[config.mk]
export PLATFORM = sky130hd
export DESIGN_NAME = rws_front
export DESIGN_NICKNAME = d
export VERILOG_FILES = /design/src/sv/roulette_wheel_selector_defines.svh /design/src/sv/rws_pkg.sv /design/src/sv/rws_front.sv
export SDC_FILE = /design/constraint.sdc
export NUM_CORES = 1
export LEC_CHECK = 0
export BUFFER_PORTS_ARGS = -buffer_cell sky130_fd_sc_hd__buf_2
export CORE_MARGIN = 2
export CORE_UTILIZATION = 25
export DETAILED_ROUTE_END_ITERATION = 10
export PLACE_DENSITY_LB_ADDON = 0.12
export SYNTH_ARGS = -nofsm -noshare
export SYNTH_HDL_FRONTEND = slang
export SYNTH_SLANG_ARGS = --single-unit
[constraint.sdc]
create_clock -name vclk -period 2.2
set_clock_uncertainty 0.15 [all_clocks]
set_input_delay 0.11 -clock vclk [all_inputs]
set_output_delay 0.11 -clock vclk [all_outputs]
set_load 0.005 [all_outputs]
[src/sv/roulette_wheel_selector_defines.svh]
`ifndef ROULETTE_WHEEL_SELECTOR_DEFINES_SVH
`define ROULETTE_WHEEL_SELECTOR_DEFINES_SVH

// Same-cycle implication, sampled on clk, off while rst_n is low.
`define RWS_ASSERT_IMPLIES(lbl, ante, cons, msg) \
  lbl: assert property (@(posedge clk) disable iff (!rst_n) (ante) |-> (cons)) \
    else $error(msg);

// Next-cycle implication, sampled on clk, off while rst_n is low.
`define RWS_ASSERT_NEXT(lbl, ante, cons, msg) \
  lbl: assert property (@(posedge clk) disable iff (!rst_n) (ante) |=> (cons)) \
    else $error(msg);

`endif

[src/sv/rws_pkg.sv]
`default_nettype none

package rws_pkg;

  localparam int FIT_W  = 32;
  localparam int RAND_W = 16;

  // Input op codes
  localparam logic [1:0] OP_CLEAR  = 2'd0;
  localparam logic [1:0] OP_APPEND = 2'd1;
  localparam logic [1:0] OP_DRAW   = 2'd2;
  localparam logic [1:0] OP_RSVD   = 2'd3;

  // Command kinds passed from front to back
  localparam logic [1:0] KIND_NOP    = 2'd0;
  localparam logic [1:0] KIND_CLEAR  = 2'd1;
  localparam logic [1:0] KIND_APPEND = 2'd2;
  localparam logic [1:0] KIND_DRAW   = 2'd3;

  // Result status codes
  localparam logic [1:0] ST_OK    = 2'd0;
  localparam logic [1:0] ST_FULL  = 2'd1;
  localparam logic [1:0] ST_EMPTY = 2'd2;

  // Command queue
  localparam int Q_DEPTH = 2;
  localparam int Q_PTR_W = 1;
  localparam int Q_CNT_W = 2;

  typedef struct packed {
    logic [1:0]              op;
    logic signed [FIT_W-1:0] fitness_value;
    logic [RAND_W-1:0]       rand_fraction;
  } rws_in_t;

  typedef struct packed {
    logic [7:0] picked_index;
    logic       uniform_fallback;
    logic [1:0] status;
  } rws_out_t;

  typedef struct packed {
    logic [1:0]              kind;
    logic signed [FIT_W-1:0] fitness;
    logic [RAND_W-1:0]       rnd;
  } rws_cmd_t;

endpackage

`default_nettype wire

[src/sv/rws_front.sv]
`default_nettype none

module rws_front (
  input  wire logic             in_valid,
  input  wire rws_pkg::rws_in_t in_data,
  input  wire logic             q_full,
  output logic                  in_stall,
  output logic                  push,
  output rws_pkg::rws_cmd_t     cmd
);
  import rws_pkg::*;

  assign in_stall = q_full;
  assign push     = in_valid && !q_full;

  // Decode the op; fields the command does not use are zeroed.
  always_comb begin
    cmd = '0;
    case (in_data.op)
      OP_CLEAR: begin
        cmd.kind = KIND_CLEAR;
      end
      OP_APPEND: begin
        cmd.kind    = KIND_APPEND;
        cmd.fitness = in_data.fitness_value;
      end
      OP_DRAW: begin
        cmd.kind = KIND_DRAW;
        cmd.rnd  = in_data.rand_fraction;
      end
      default: begin
        cmd.kind = KIND_NOP;
      end
    endcase
  end

endmodule

`default_nettype wire

==> results of run 1 <==
kinds of logic after synthesis:
group	synth area share
AO/OA/AOI/OAI	0.02360
buffers and inverters	0.09735
adder cells (fa/ha/maj)	0.1180
AND/OR/NAND/NOR	0.7611
per-stage QoR:
| stage | instances | cell area (sq um) |
|---|---|---|
| after global routing | 176 | 930.9 |
| after CTS | 176 | 930.9 |
| after global placement | 176 | 930.9 |
| after floorplan | 61 | 424.2 |
| final | 176 | 930.9 |
| after detailed placement | 176 | 930.9 |
cell usage in the layout (no fill, tap or decap), drive strengths merged:
cell,synthesis,routed
buf,2,104
and2,48,48
ha,4,4
inv,2,2
o21ba,1,1
nor2b,1,1
layer usage:
metal / global-route usage / share of wire / up-vias
met1: 0.1333 / 0.33 / 281
met3: 0.01200 / 0.14 / 0
met4: 0 / 0 / 0
met2: 0.2743 / 0.54 / 44
met5: 0 / 0 / -
li1: - / - / 376
final cells by class:
class	instances	area share
timing repair buffer	104	0.5591
inverter	2	0.008065
tap	16	0.02151
multi-input combinational	54	0.4113
worst paths after layout:
path,endpoint,depth (start not counted),from
worst max-delay path,cmd[35],5,in_data[49]
worst min-delay path,in_stall,2,q_full
power by group:
part / switching, mW / total (mW) / internal (mW)
combinational: 0.0449 / 0.124 / 0.0791
clock: 0 / 0 / 0
sequential: 0 / 0 / 0
total: 0.0449 / 0.124 / 0.0791
==> metrics, run 1 <==
Resized Gates After CTS=0; initial antenna violation count=0; Worst path most repeated cell=buf_2; Critical Path Source Type=input port; Post-CTS Setup Inserts=0; DR pass1 iterations=2; sequential cell count=0; share of layout cells above drive strength 1=0.7375; P_leak=0.6635 nW; worst setup margin=710.1 ps; Slew HR=0.5473; number of buffers and inverters on the critical path=3; Synth area leaders=and2_1 (52%), and2_2 (23%), ha_1 (12%), clkbuf_2 (3.5%), buf_6 (2.7%); Slowest cell on crit path=ha_1; Pwr Total=124.0 uW; Yosys top cell by area=and2_1; Final Cycle Share=0.6772; Post-synth top cells=and2_1 (35), and2_2 (13), ha_1 (4); Starting Density=0.2752; Multi-input gate area=382.9 sq um; Arrival @ worst endpoint=1230 ps; CP max FO=32; Hold Violations, Final=0; share of the synthesized area in the top cell type=0.5162; Post-DRT Antenna Nets=0; CP Class=input port to primary output; Core Util, Final=0.6039; largest net degree at the start of global routing=33; dpl ws=678.9 ps; # hold bufs at CTS=0; antenna fix cells=0; hold crit path type=input port to primary output; post-detailed-route wirelength per cell=9.125 um; synthesis warning total=0; CP top delay family=adder cells; area grow syn2layout=119.5%; Die X=45.19 um; Post-Syn Instances=61; Peak VDD IR=0.00006667 V; Fillers=163; vias in the first global route=499; Worst setup EP type=primary output; Ports=104; Power Density=133.3 mW/mm^2; Die Area=0.002042 sq mm; RSZ-0062 raised after global routing=false; mean area per synthesized cell=6.953 sq um; Max-cap violations=0; Via-to-Cell Ratio=3.983; DRT Wirelength=1.606 mm; post-synth cell types=9; Mapped Nets=117; DR iter-0 viols=1; core area=0.001541 sq mm; WHS=249.8 ps; grt total ovfl=0; Seq/Total Area, Yosys=0; Buffers on Ports=104; Slew @ Worst Pin=679.1 ps; crit path cell chain=buf_2 -> inv_1 -> ha_1 -> and2_1 -> buf_2; count leader, synth=and2_1; total area of sequential cells=0 sq um; Post-Syn Area=424.2 sq um; Highest Clock Rate=671.2 MHz; fin nets=218; die height=45.19 um; GRT Resource Usage Total=0.1265; # setup viols final=0; setup TNS=0 ps; crit-path max cell delay=590 ps; final slew viol count=0; Placer Congestion=0.6036; row count=14; status=finished clean; # clk buffers=0; routed via count=701; drt drc=0; fin crit period=1490 ps; Data required, critical path=1940 ps; first-pass GRT wire length=2.083 mm; Post-DP HPWL=1.452 mm
Note: power is estimated with default switching activity, not from simulation.
==> run 2, diff against run 1 <==
--- a/config.mk
+++ b/config.mk
@@ -7,7 +7,7 @@
 export LEC_CHECK = 0
 export BUFFER_PORTS_ARGS = -buffer_cell sky130_fd_sc_hd__buf_2
 export CORE_MARGIN = 2
-export CORE_UTILIZATION = 25
+export CORE_UTILIZATION = 23
 export DETAILED_ROUTE_END_ITERATION = 10
 export PLACE_DENSITY_LB_ADDON = 0.12
 export SYNTH_ARGS = -nofsm -noshare
==> constraint.sdc (replaced) <==
create_clock -name vclk -period 1.5
set_clock_uncertainty 0.15 [all_clocks]
set_input_delay 0.075 -clock vclk [all_inputs]
set_output_delay 0.075 -clock vclk [all_outputs]
set_load 0.005 [all_outputs]
==> run 2 against run 1 <==
Count of clock-buffer cells in the layout unchanged. Power up 48%. Final area up 2.0%. Final cell count up 5.7%. Routed wire length up 1.8%. Critical path depth unchanged. Utilization down 5.4 points. Hold slack worse by 70 ps. Non-clock buffer count up 1. Setup slack worse by 410 ps. Combinational power up 48%.
==> metrics, run 2 (synthesized netlist as in run 1, its figures left out) <==
Placer Congestion=0.6346 (was 0.6036); Post-DRT Antenna Nets=0 (unchanged); Worst path most repeated cell=buf_2 (unchanged); Die Area=0.002204 sq mm (was 0.002042 sq mm); # clk buffers=0 (unchanged); Core Util, Final=0.5500 (was 0.6039); Power Density=193.2 mW/mm^2 (was 133.3 mW/mm^2); P_leak=0.6687 nW (was 0.6635 nW); CP top delay family=adder cells (unchanged); Slowest cell on crit path=ha_1 (unchanged); Starting Density=0.2457 (was 0.2752); die height=46.95 um (was 45.19 um); Max-cap violations=0 (unchanged); grt total ovfl=0 (unchanged); Ports=104 (unchanged); number of buffers and inverters on the critical path=3 (unchanged); row count=15 (was 14); drt drc=0 (unchanged); Via-to-Cell Ratio=3.796 (was 3.983); crit path cell chain=buf_2 -> inv_1 -> ha_1 -> and2_2 -> buf_2 (was buf_2 -> inv_1 -> ha_1 -> and2_1 -> buf_2); Slew @ Worst Pin=377.6 ps (was 679.1 ps); leading cell type in the layout, fill and taps excluded=buf_2 (unchanged); largest net degree at the start of global routing=33 (unchanged); Peak VDD IR=0.0001117 V (was 0.00006667 V); Data required, critical path=1270 ps (was 1940 ps); sequential cell count=0 (unchanged); Fillers=185 (was 163); hold crit path type=input port to primary output (unchanged); fin crit period=1198 ps; core area=0.001727 sq mm (was 0.001541 sq mm); # setup viols final=0 (unchanged); dpl ws=282.0 ps (was 678.9 ps); RSZ-0062 raised after global routing=false (unchanged); vias in the first global route=485 (was 499); antenna fix cells=0 (unchanged); Slew HR=0.7483 (was 0.5473); crit-path max cell delay=380 ps (was 590 ps); Buffers on Ports=104 (unchanged); setup TNS=0 ps (unchanged); CP Class=input port to primary output (unchanged); routed via count=706 (was 701); DR iter-0 viols=1 (unchanged); Highest Clock Rate=835.0 MHz; DR pass1 iterations=2 (unchanged); initial antenna violation count=0 (unchanged); Post-CTS Setup Inserts=0 (unchanged); Resized Gates After CTS=0 (unchanged); worst setup margin=302.5 ps (was 710.1 ps); # placed instances=186 (was 176); status=finished clean (unchanged); final slew viol count=0 (unchanged); # hold bufs at CTS=0 (unchanged); WHS=180.1 ps (was 249.8 ps); final std cells w/o fill=186 (was 176); area grow syn2layout=123.9% (was 119.5%); Die X=46.95 um (was 45.19 um); fin nets=219 (was 218); post-detailed-route wirelength per cell=8.790 um (was 9.125 um); share of layout cells above drive strength 1=0.7391 (was 0.7375); total area of sequential cells=0 sq um (unchanged); Worst setup EP type=primary output (unchanged); Arrival @ worst endpoint=970 ps (was 1230 ps); CP max FO=17 (was 32); Final Cycle Share=0.7984; first-pass GRT wire length=1.897 mm (was 2.083 mm); Hold Violations, Final=0 (unchanged); DRT Wirelength=1.635 mm (was 1.606 mm); Critical Path Source Type=input port (unchanged); GRT Resource Usage Total=0.1097 (was 0.1265); commonest non-fill, non-tap cells in the layout=buf_2 (104), and2_1 (35), and2_2 (13), ha_1 (4), inv_1 (2) (unchanged)
run 2: cell types whose count changed in the layout (fill, tap and decap cells not counted):
cell	before	now
buf_4	0	1
run 2: report_power, final:
part           switching (mW)  internal [mW]
Sequential                  0              0
Clock                       0              0
Combinational          0.0666          0.117
run 2: worst paths after layout:
check | startpoint | end | slack (ps) | depth (start not counted)
worst min-delay path | q_full | in_stall | 180 | 2
worst max-delay path | in_data[48] | cmd[1] | 300 | 5
run 2: area by class of cell:
class                      instances  area [sq um]  area share
timing repair buffer             105         528.0      0.5560
inverter                           2         7.507    0.007905
multi-input combinational         54         382.9      0.4032
tap                               25         31.28     0.03294
run 2: metal layers:
layer / global-route usage / up-vias / wire [um]
met3: 0.01154 / 0 / 248
met5: 0 / - / 0
met4: 0 / 0 / 0
met2: 0.2301 / 52 / 827
li1: - / 379 / -
met1: 0.1227 / 275 / 559
run 2: through the flow:
| step | total power [mW] | instance area [sq um] |
|---|---|---|
| after floorplan | 0.07376 | 424.2 |
| after global placement | 0.1829 | 949.7 |
| after detailed placement | 0.1869 | 949.7 |
| after CTS | 0.1870 | 949.7 |
| after global routing | 0.2082 | 949.7 |
| final | 0.1835 | 949.7 |
