===== src/sv/roulette_wheel_selector_defines.svh =====
`ifndef ROULETTE_WHEEL_SELECTOR_DEFINES_SVH
`define ROULETTE_WHEEL_SELECTOR_DEFINES_SVH

// Same-cycle implication, sampled on clk, off while rst_n is low.
`define RWS_ASSERT_IMPLIES(lbl, ante, cons, msg) \
  lbl: assert property (@(posedge clk) disable iff (!rst_n) (ante) |-> (cons)) \
    else $error(msg);

// Next-cycle implication, sampled on clk, off while rst_n is low.
`define RWS_ASSERT_NEXT(lbl, ante, cons, msg) \
  lbl: assert property (@(posedge clk) disable iff (!rst_n) (ante) |=> (cons)) \
    else $error(msg);

`endif


===== src/sv/rws_pkg.sv =====
`default_nettype none

package rws_pkg;

  localparam int FIT_W  = 32;
  localparam int RAND_W = 16;

  // Input op codes
  localparam logic [1:0] OP_CLEAR  = 2'd0;
  localparam logic [1:0] OP_APPEND = 2'd1;
  localparam logic [1:0] OP_DRAW   = 2'd2;
  localparam logic [1:0] OP_RSVD   = 2'd3;

  // Command kinds passed from front to back
  localparam logic [1:0] KIND_NOP    = 2'd0;
  localparam logic [1:0] KIND_CLEAR  = 2'd1;
  localparam logic [1:0] KIND_APPEND = 2'd2;
  localparam logic [1:0] KIND_DRAW   = 2'd3;

  // Result status codes
  localparam logic [1:0] ST_OK    = 2'd0;
  localparam logic [1:0] ST_FULL  = 2'd1;
  localparam logic [1:0] ST_EMPTY = 2'd2;

  // Command queue
  localparam int Q_DEPTH = 2;
  localparam int Q_PTR_W = 1;
  localparam int Q_CNT_W = 2;

  typedef struct packed {
    logic [1:0]              op;
    logic signed [FIT_W-1:0] fitness_value;
    logic [RAND_W-1:0]       rand_fraction;
  } rws_in_t;

  typedef struct packed {
    logic [7:0] picked_index;
    logic       uniform_fallback;
    logic [1:0] status;
  } rws_out_t;

  typedef struct packed {
    logic [1:0]              kind;
    logic signed [FIT_W-1:0] fitness;
    logic [RAND_W-1:0]       rnd;
  } rws_cmd_t;

endpackage

`default_nettype wire


===== src/sv/rws_queue.sv =====
`default_nettype none

module rws_queue (
  input  wire logic              clk,
  input  wire logic              rst_n,
  input  wire logic              push,
  input  wire rws_pkg::rws_cmd_t push_cmd,
  input  wire logic              pop,
  output logic                   head_valid,
  output rws_pkg::rws_cmd_t      head_cmd,
  output logic                   full
);
  import rws_pkg::*;

  rws_cmd_t             slot_r [Q_DEPTH];
  logic [Q_PTR_W-1:0]   wr_ptr_r, wr_ptr_nxt;
  logic [Q_PTR_W-1:0]   rd_ptr_r, rd_ptr_nxt;
  logic [Q_CNT_W-1:0]   cnt_r, cnt_nxt;

  assign head_valid = (cnt_r != '0);
  assign full       = (cnt_r == Q_CNT_W'(Q_DEPTH));
  assign head_cmd   = slot_r[rd_ptr_r];

  always_comb begin
    wr_ptr_nxt = wr_ptr_r;
    rd_ptr_nxt = rd_ptr_r;
    cnt_nxt    = cnt_r;
    if (push) begin
      wr_ptr_nxt = (wr_ptr_r == Q_PTR_W'(Q_DEPTH - 1)) ? '0 : wr_ptr_r + 1'b1;
    end
    if (pop) begin
      rd_ptr_nxt = (rd_ptr_r == Q_PTR_W'(Q_DEPTH - 1)) ? '0 : rd_ptr_r + 1'b1;
    end
    if (push && !pop) begin
      cnt_nxt = cnt_r + 1'b1;
    end else if (pop && !push) begin
      cnt_nxt = cnt_r - 1'b1;
    end
  end

  always_ff @(posedge clk) begin
    if (!rst_n) begin
      wr_ptr_r <= '0;
      rd_ptr_r <= '0;
      cnt_r    <= '0;
    end else begin
      wr_ptr_r <= wr_ptr_nxt;
      rd_ptr_r <= rd_ptr_nxt;
      cnt_r    <= cnt_nxt;
    end
  end

  always_ff @(posedge clk) begin
    if (push) begin
      slot_r[wr_ptr_r] <= push_cmd;
    end
  end

endmodule

`default_nettype wire


===== config.mk =====
export PLATFORM = sky130hd
export DESIGN_NAME = rws_queue
export DESIGN_NICKNAME = d
export VERILOG_FILES = /design/src/sv/roulette_wheel_selector_defines.svh /design/src/sv/rws_pkg.sv /design/src/sv/rws_queue.sv
export SDC_FILE = /design/constraint.sdc
export NUM_CORES = 1
export LEC_CHECK = 0
export BUFFER_PORTS_ARGS = -buffer_cell sky130_fd_sc_hd__buf_2
export CAP_MARGIN = 15
export CELL_PAD_IN_SITES_DETAIL_PLACEMENT = 0
export CELL_PAD_IN_SITES_GLOBAL_PLACEMENT = 1
export CORE_MARGIN = 8
export CORE_UTILIZATION = 47
export DETAILED_ROUTE_END_ITERATION = 8
export PLACE_DENSITY = 0.86
export SETUP_SLACK_MARGIN = 0.15
export SYNTH_ARGS = -nofsm -noshare
export SYNTH_HDL_FRONTEND = slang
export SYNTH_SLANG_ARGS = --single-unit
export TNS_END_PERCENT = 1

===== constraint.sdc =====
create_clock -name clk -period 6.6 [get_ports clk]
set_input_delay 0.33 -clock clk [delete_from_list [all_inputs] [get_ports clk]]
set_output_delay 0.33 -clock clk [all_outputs]
set_load 0.01 [all_outputs]

==> impl_metrics.toml, run 1 <==
[final_layout]
area_growth_from_synthesis_to_final_layout_pct = 22.41
mostFrequentLayoutCells = "sky130_fd_sc_hd__buf_2 (105), sky130_fd_sc_hd__edfxtp_1 (100), sky130_fd_sc_hd__mux2_2 (46)"
layout.cells.most_common = "sky130_fd_sc_hd__buf_2"
antennaDiodeCount = 0
finish.utilization_pct = 58.23
nets = 346
final_layout_size_suffix_gt1_share_pct = 59.12

[run_status]
status = "completed"

[job]
drv.max_cap_violation_count = 0

[placed_design]
gp_congestion = 0.6170
portBuffers = 105
placement.setup.worst_slack_ps = 4766
place.detailed.hpwl_um = 4732

[clock_tree]
cts-buffers-inserted = 9
cts_resized = 0
clock_tree.htree_level_count = 3
clk_latency_ps = 350
cts_hold_buffers = 0
cts.reportedPaths.clkPinSlew_ps = 100
tritoncts_clock_tree = "yes"
clock_tree.buffer_depth = 2
numClockSinks = 105
ctsRootBufferMaster = "sky130_fd_sc_hd__clkbuf_8"
cts.repair_timing.setup_buffer_count = 0

[sta]
finalWorstSetupSlack_ps = 4519
finalHoldViolations = 0
fmax_mhz = 480.5
fin_crit_sh_pct = 31.54
final.setup.tns_ps = 0
period_needed_ps = 2081
setup_repair_after_global_routing_missed_its_margin = "false"
clock-skew-final_ps = 9.856
report.final.setup_viol = 0
slew_violations = 0
worst_slew_margin_relative_to_its_limit_pct = 54.80
holdWs_ps = 157.5
worst_margin_pin_slew_ps = 678.0

[worst_setup_path]
critical_path.max_fanout = 35
data_arrival_time_of_the_worst_path_ps = 1750
timing.critical_path.required_ps = 6270
start_kind = "flip-flop"
setup.worst_path.end_class = "output port"
timing_worst_setup_path_type = "reg -> out"

[pwr]
ir_drop_mv = 0.1365
report.power.total_w = 0.001309
p_leak_nw = 1.767
powerDensity_nw_per_um2 = 279.2

[grt]
via_count_of_the_first_global_routing_pass = 2223
number_of_antenna_violations_at_the_first_check_in_global_routing = 0
gr_util_all_layers_pct = 12.52
grt_remaining_overflow = 0
grt_pass1_wl_um = 10890
grt_max_degree = 52

[yosys]
synth_seq_cells = 105
syn_inst = 178
synth_cell_types = 18
synthesis.area_per_instance_um2 = 21.52
syn-cell-area_um2 = 3830
total_nets_after_synthesis = 233
yosys_warnings = 0
yosysSeqAreaShare_pct = 81.02

[floorplan]
i_o_pin_total = 106
rows = 33
fp.dieArea_um2 = 11290
die-width_um = 106.3
design.core.area_um2 = 8051
floorplan.initialDensity_pct = 47.57
fp.dieH_um = 106.3

[routing]
detail_route.wl_per_cell_um = 17.40
final_antenna_net_count = 0
drt_wl_total_um = 6978
drcViolationCount = 0
num_vias = 1951
routed_via_density = 4.865
drt_first_iter_violations = 53
detail_route.first_pass.iterations = 4

[hold_path]
worst_hold_path_type = "in -> reg"
## layout make-up
| cell class | count | area, µm² |
|---|---|---|
| Clock buffer | 12 | 165.2 |
| Clock inverter | 4 | 33.78 |
| Fill cell | 635 | 3363 |
| Inverter | 1 | 3.754 |
| Multi-Input combinational cell | 66 | 689.4 |
| Sequential cell | 105 | 3104 |
| Tap cell | 105 | 131.4 |
| Timing Repair Buffer | 108 | 560.5 |
## sequential cells by signal, summed over array words and instances, names as in the netlist, named ones only
register and cells:
cnt_r 2, rd_ptr_r 1, slot_r 100, wr_ptr_r 1
## per-stage QoR
stage	instances	area, µm²
after floorplan	178	3830
after detailed placement	385	4489
after CTS	401	4688
final	401	4688
after global routing	401	4688
after global placement	384	4469
## where the power goes
part	leakage [nW]	internal, W	switching, W	total (W)
combinational	0.687	0.0000737	0.0000742	0.000148
sequential	0.980	0.000768	0.0000130	0.000781
clock	0.0996	0.000172	0.000208	0.000380
## cell usage after synthesis (all sizes together)
cell	instances	area share (%)
and2	4	0.65
buf	6	1.1
or2	1	0.16
mux2	50	15
xnor2	1	0.23
edfxtp	100	78
and2b	1	0.23
o21ai	1	0.13
o21a	1	0.20
xor2	2	0.46
ha	1	0.33
nor2b	2	0.33
or3	1	0.16
dfxtp	5	2.6
a21boi	1	0.20
inv	1	0.098
## critical path, cell delays in order (launching register included)
cell and delay [ps]:
sky130_fd_sc_hd__dfxtp_2 590, sky130_fd_sc_hd__buf_12 280, sky130_fd_sc_hd__mux2_2 370, sky130_fd_sc_hd__buf_2 140
## cell families after synthesis
family / Yosys count / synth area share, %
xor gates and xnor gates: 3 / 0.6862
adders and majority gates: 1 / 0.3266
AOI/OAI and AO/OA: 3 / 0.5227
buffers and inverters: 7 / 1.209
DFF: 105 / 81.02
muxes: 50 / 14.70
and+or+nand+nor: 9 / 1.536
## final timing paths
kind                 from             to  slack [ps]  cells past startpoint
max             flip-flop   head_cmd[20]        4520                      3
min          push_cmd[44]  slot_r[0][44]         160                      1
max reg2reg      wr_ptr_r  slot_r[1][17]        4870                      2
min reg2reg      cnt_r[1]       cnt_r[1]         520                      2
## metal layers
layer | up-vias | routed length, µm | track usage, %
met4 | 0 | 124 | 6.633
met3 | 11 | 366 | 3.267
met5 | - | 0 | 0
met2 | 62 | 3680 | 22.30
li1 | 917 | - | -
met1 | 961 | 2807 | 13.33
(Power assumes the default switching activity.)
==> run 2, diff against run 1 <==
Settings changed: CORE_UTILIZATION 47 to 43, PLACE_DENSITY 0.86 to 0.8.
Clock period 6.6 ns to 2.1 ns, I/O delays scaled along.
==> run 2 against run 1 <==
Utilization increased by 1.8 points. Register-to-register slack got worse by 4100 ps. Worst setup slack got worse by 4100 ps. Wire length increased by 7.0%. Cell area increased by 11%. Clock power increased to 3.1 times the previous value. Highest routed layer unchanged. Sequential cell count unchanged. Critical endpoint is now head_cmd[21]. Clock skew decreased by 1.5 ps. Worst hold slack got worse by 59 ps. Sequential power increased to 3.1 times the previous value.
==> impl_metrics.toml, run 2 (synthesis gave the netlist of run 1 again) <==
[run_status]
status = "completed"

[routing]
drt_first_iter_violations = 78
detail_route.wl_per_cell_um = 16.30
routed_via_density = 4.629
num_vias = 2120
drcViolationCount = 0
drt_wl_total_um = 7464
detail_route.first_pass.iterations = 4
final_antenna_net_count = 0

[grt]
grt_pass1_wl_um = 11550
number_of_antenna_violations_at_the_first_check_in_global_routing = 0
grt_max_degree = 30
gr_util_all_layers_pct = 12.62
via_count_of_the_first_global_routing_pass = 2377
grt_remaining_overflow = 0

[final_layout]
area_growth_from_synthesis_to_final_layout_pct = 36.00
final_layout_size_suffix_gt1_share_pct = 50.29
max_flop_register = "slot_r"
fillCellCount = 685
layout_top_registers = "slot_r: 100 flops, cnt_r: 2 flops"
nets = 400
final_design_area_no_fill_um2 = 5209
mostFrequentLayoutCells = "sky130_fd_sc_hd__buf_2 (105), sky130_fd_sc_hd__edfxtp_1 (100), sky130_fd_sc_hd__dlygate4sd3_1 (51)"
layout.cells.most_common = "sky130_fd_sc_hd__buf_2"
antennaDiodeCount = 0
instances_no_fill = 458
finish.utilization_pct = 60.02
largest_register_ff_count = 100

[placed_design]
place.detailed.hpwl_um = 4817
gp_congestion = 0.6268
portBuffers = 105
place_area_um2 = 4503
place.detailed.instances = 391

[sta]
fin_crit_sh_pct = 80.47
clock-skew-final_ps = 8.397
slew_violations = 0
finalHoldViolations = 0
fmax_mhz = 591.8
worst_margin_pin_slew_ps = 394.3
holdWs_ps = 98.31
worst_slew_margin_relative_to_its_limit_pct = 73.72
final.setup.tns_ps = 0
setup_repair_after_global_routing_missed_its_margin = "false"
period_needed_ps = 1690
report.final.setup_viol = 0

[hold_path]
worst_hold_path_type = "in -> reg"

[pwr]
ir_drop_mv = 0.4500
p_leak_nw = 1.987
powerDensity_nw_per_um2 = 803.8

[worst_setup_path]
start_kind = "flip-flop"
data_arrival_time_of_the_worst_path_ps = 1580
timing_worst_setup_path_type = "reg -> out"
cp_slowest_stage_delay_ps = 410
crit_path_top_delay_cell = "sky130_fd_sc_hd__mux2_2"
critical_path.cell_chain = "buf_4, mux2_2, buf_2"
timing.critical_path.required_ps = 2000
worstPathBufferInverterCount = 2
critical_path.max_fanout = 28
crit_family = "buffers and inverters"
setup.worst_path.end_class = "output port"

[clock_tree]
clk_latency_ps = 350
cts.reportedPaths.clkPinSlew_ps = 90
clock_tree.buffer_depth = 2
cts-buffers-inserted = 9
tritoncts_clock_tree = "yes"
numClockSinks = 105
cts_resized = 0
ctsRootBufferMaster = "sky130_fd_sc_hd__clkbuf_8"
clock_tree.htree_level_count = 3

[floorplan]
floorplan.initialDensity_pct = 44.13
i_o_pin_total = 106
rows = 34
design.core.area_um2 = 8678
die-width_um = 110.4
fp.dieArea_um2 = 12180
fp.dieH_um = 110.4

[job]
drv.max_cap_violation_count = 0
-- run 2: cell count changes in the layout (fill, tap and decap cells not counted), moves of 2 or more --
cell | previous run | this run
sky130_fd_sc_hd__clkinv_1 | 0 | 2
sky130_fd_sc_hd__buf_4 | 2 | 6
sky130_fd_sc_hd__clkinv_4 | 1 | 3
sky130_fd_sc_hd__clkbuf_8 | 12 | 9
sky130_fd_sc_hd__inv_6 | 2 | 0
sky130_fd_sc_hd__dlygate4sd3_1 | 0 | 51
-- run 2: repair_timing --
action / in CTS / in global routing
setup buffers: 0 / 0
hold buffers: 51 / 0
hold endpoints to repair: 103 / 0
-- run 2: layer usage --
layer	up-vias	share of wire, %	global-route usage [%]
li1	1024	-	-
met1	1025	41	13.71
met2	65	50	22.21
met3	6	8.1	5.000
met4	0	0.84	3.711
met5	-	0	0
-- run 2: cell type report --
| class | instances | area, µm² | area share, % |
|---|---|---|---|
| sequential | 105 | 3104 | 59.60 |
| multi-input combinational | 66 | 689.4 | 13.24 |
| tap | 108 | 135.1 | 2.594 |
| clock buffer | 9 | 123.9 | 2.378 |
| timing repair buffer | 162 | 1081 | 20.75 |
| inverter | 1 | 3.754 | 0.07206 |
| clock inverter | 7 | 71.32 | 1.369 |
-- run 2: path summary, 6_finish.rpt --
check | startpoint | to | slack [ps] | depth (start not counted)
setup / recovery | flip-flop | head_cmd[21] | 410 | 3
setup reg to reg | wr_ptr_r | slot_r[1][25] | 820 | 2
hold / removal | pop | rd_ptr_r | 100 | 3
hold reg to reg | cnt_r[1] | cnt_r[1] | 520 | 2
-- run 2: stage by stage --
stage | setup slack, ps | total power, W
3_3_place_gp | 780.4 | 0.002966
6_report | 410.2 | 0.004187
3_5_place_dp | 778.2 | 0.002980
5_1_grt | 315.9 | 0.004384
2_1_floorplan | 104.9 | 0.002765
4_1_cts | 372.5 | 0.004259
-- run 2: worst register-to-register path, cell delays in order (launching register included) --
cell	delay (ps)
sky130_fd_sc_hd__dfxtp_1	400
sky130_fd_sc_hd__and2_2	180
sky130_fd_sc_hd__buf_4	360
-- run 2: power by group --
group / leakage, nW / internal, W / switching [W]
Clock: 0.0945 / 0.000549 / 0.000642
Combinational: 0.912 / 0.000294 / 0.000260
Sequential: 0.980 / 0.00241 / 0.0000287
Total: 1.99 / 0.00326 / 0.000931
==> run 3, diff against run 2 <==
Clock period 2.1 ns to 1.58 ns, I/O delays scaled along.
==> run 3 against run 2 <==
Wire length up 2.3%. Global-route usage fell by 0.56 points. Power increased by 39%. Utilization rose by 3.8 points. Final cell count increased by 0.22%. Combinational power rose by 66%. Non-clock buffer count increased by 1. Die area unchanged. Clock-buffer cell count is the same. Clock power grew 37%. Cell area rose by 6.4%.
==> impl_metrics.toml, run 3 (synthesis gave the netlist of run 1 again) <==
[floorplan]
die-width_um = 110.4
i_o_pin_total = 106
floorplan.initialDensity_pct = 44.13
design.core.area_um2 = 8678
fp.dieH_um = 110.4
rows = 34
fp.dieArea_um2 = 12180

[grt]
grt_pass1_wl_um = 11120
number_of_antenna_violations_at_the_first_check_in_global_routing = 0
grt_max_degree = 31
grt_remaining_overflow = 0
gr_util_all_layers_pct = 12.06
via_count_of_the_first_global_routing_pass = 2282

[clock_tree]
clock_tree.buffer_depth = 2
clk_latency_ps = 350
tritoncts_clock_tree = "yes"
numClockSinks = 105
clock_tree.htree_level_count = 3
cts.reportedPaths.clkPinSlew_ps = 100
cts-buffers-inserted = 9
ctsRootBufferMaster = "sky130_fd_sc_hd__clkbuf_8"

[placed_design]
portBuffers = 105
place.detailed.hpwl_um = 4664
gp_congestion = 0.6671
place_area_um2 = 4542
placement.setup.worst_slack_ps = 404.5

[sta]
holdWs_ps = 81.80
worst_margin_pin_slew_ps = 409.9
clock-skew-final_ps = 6.157
fin_crit_sh_pct = 96.33
worst_slew_margin_relative_to_its_limit_pct = 72.67
period_needed_ps = 1522
report.final.setup_viol = 0
slew_violations = 0
finalHoldViolations = 0
fmax_mhz = 657.0
finalWorstSetupSlack_ps = 58.03
setup_repair_after_global_routing_missed_its_margin = "true"

[pwr]
p_leak_nw = 2.175
ir_drop_mv = 0.7952
powerDensity_nw_per_um2 = 1047

[worst_setup_path]
critical_path.max_fanout = 24
timing.critical_path.required_ps = 1500
start_kind = "flip-flop"
worstPathBufferInverterCount = 2
cp_slowest_stage_delay_ps = 400
worst_r2r_startpoint = "wr_ptr_r"
setup.worst_path.end_class = "output port"
timing_worst_setup_path_type = "reg -> out"
critical_path.cell_chain = "buf_12, mux2_2, buf_2"
crit_family = "flip-flops"
r2r_slack_ps = 400
crit_path_top_delay_cell = "sky130_fd_sc_hd__dfxtp_4"
data_arrival_time_of_the_worst_path_ps = 1440

[routing]
detail_route.wl_per_cell_um = 16.63
num_vias = 2151
routed_via_density = 4.686
drt_first_iter_violations = 70
final_antenna_net_count = 0
drt_wl_total_um = 7632
detail_route.first_pass.iterations = 4
drcViolationCount = 0

[job]
drv.max_cap_violation_count = 0

[run_status]
status = "completed"

[hold_path]
hp-start = "push"
worst_hold_path_type = "in -> reg"

[final_layout]
layout.cells.most_common = "sky130_fd_sc_hd__edfxtp_1"
nets = 401
fillCellCount = 639
final_layout_size_suffix_gt1_share_pct = 52.42
layout_top_registers = "slot_r: 100 flops, cnt_r: 2 flops"
largest_register_ff_count = 100
max_flop_register = "slot_r"
final_design_area_no_fill_um2 = 5543
finish.utilization_pct = 63.87
area_growth_from_synthesis_to_final_layout_pct = 44.72
mostFrequentLayoutCells = "sky130_fd_sc_hd__edfxtp_1 (100), sky130_fd_sc_hd__buf_2 (79), sky130_fd_sc_hd__dlygate4sd3_1 (51)"
antennaDiodeCount = 0
-- run 3: power by group --
part | leakage (nW) | switching [W] | total [W] | internal (W)
combinational | 1.09 | 0.000378 | 0.000918 | 0.000539
clock | 0.104 | 0.000886 | 0.00163 | 0.000747
sequential | 0.981 | 0.0000476 | 0.00326 | 0.00321
total | 2.17 | 0.00131 | 0.00581 | 0.00449
-- run 3: final cells by class --
| class | count | area (µm²) | area share, % |
|---|---|---|---|
| Timing Repair Buffer | 163 | 1306 | 23.57 |
| Clock inverter | 7 | 75.07 | 1.354 |
| Tap cell | 108 | 135.1 | 2.438 |
| Inverter | 1 | 3.754 | 0.06772 |
| Sequential cell | 105 | 3108 | 56.07 |
| Clock buffer | 9 | 123.9 | 2.235 |
| Multi-Input combinational cell | 66 | 790.8 | 14.27 |
-- run 3: routing by layer --
metal | routed length, µm | global-route usage (%) | part of all wire (%) | vias to the layer above
li1 | - | - | - | 1026
met1 | 2876 | 13.46 | 38 | 1051
met2 | 4086 | 21.06 | 54 | 65
met3 | 576 | 3.663 | 7.5 | 9
met4 | 93 | 4.853 | 1.2 | 0
met5 | 0 | 0 | 0 | -
-- run 3: per-stage QoR --
| step | setup TNS, ps | cells | total power (W) |
|---|---|---|---|
| after floorplan | 0 | 178 | 0.003674 |
| after global placement | 0 | 391 | 0.003964 |
| after detailed placement | 0 | 391 | 0.003979 |
| after CTS | 0 | 458 | 0.005714 |
| after global routing | -22.77 | 459 | 0.006050 |
| final | 0 | 459 | 0.005806 |
-- run 3: worst paths after layout --
check	to	depth (start not counted)
worst max-delay path	head_cmd[27]	3
worst min register to register	cnt_r[1]	2
worst min-delay path	wr_ptr_r	3
worst max register to register	slot_r[0][17]	2
-- run 3: timing repair --
| item | CTS | global route |
|---|---|---|
| gates resized for setup | 0 | 55 |
| cloned | 0 | 1 |
| endpoints found under the hold margin | 105 | 0 |
| hold buffers | 51 | 0 |
| setup buffers | 0 | 0 |
| endpoints found under the setup margin | 50 | 50 |
-- run 3: worst reg2reg max path: cells and delay by family, from the launching register on --
kind	cells	cell delay (ps)
buffers and inverters	1	380
flip-flops	1	350
AND/OR/NAND/NOR	1	100
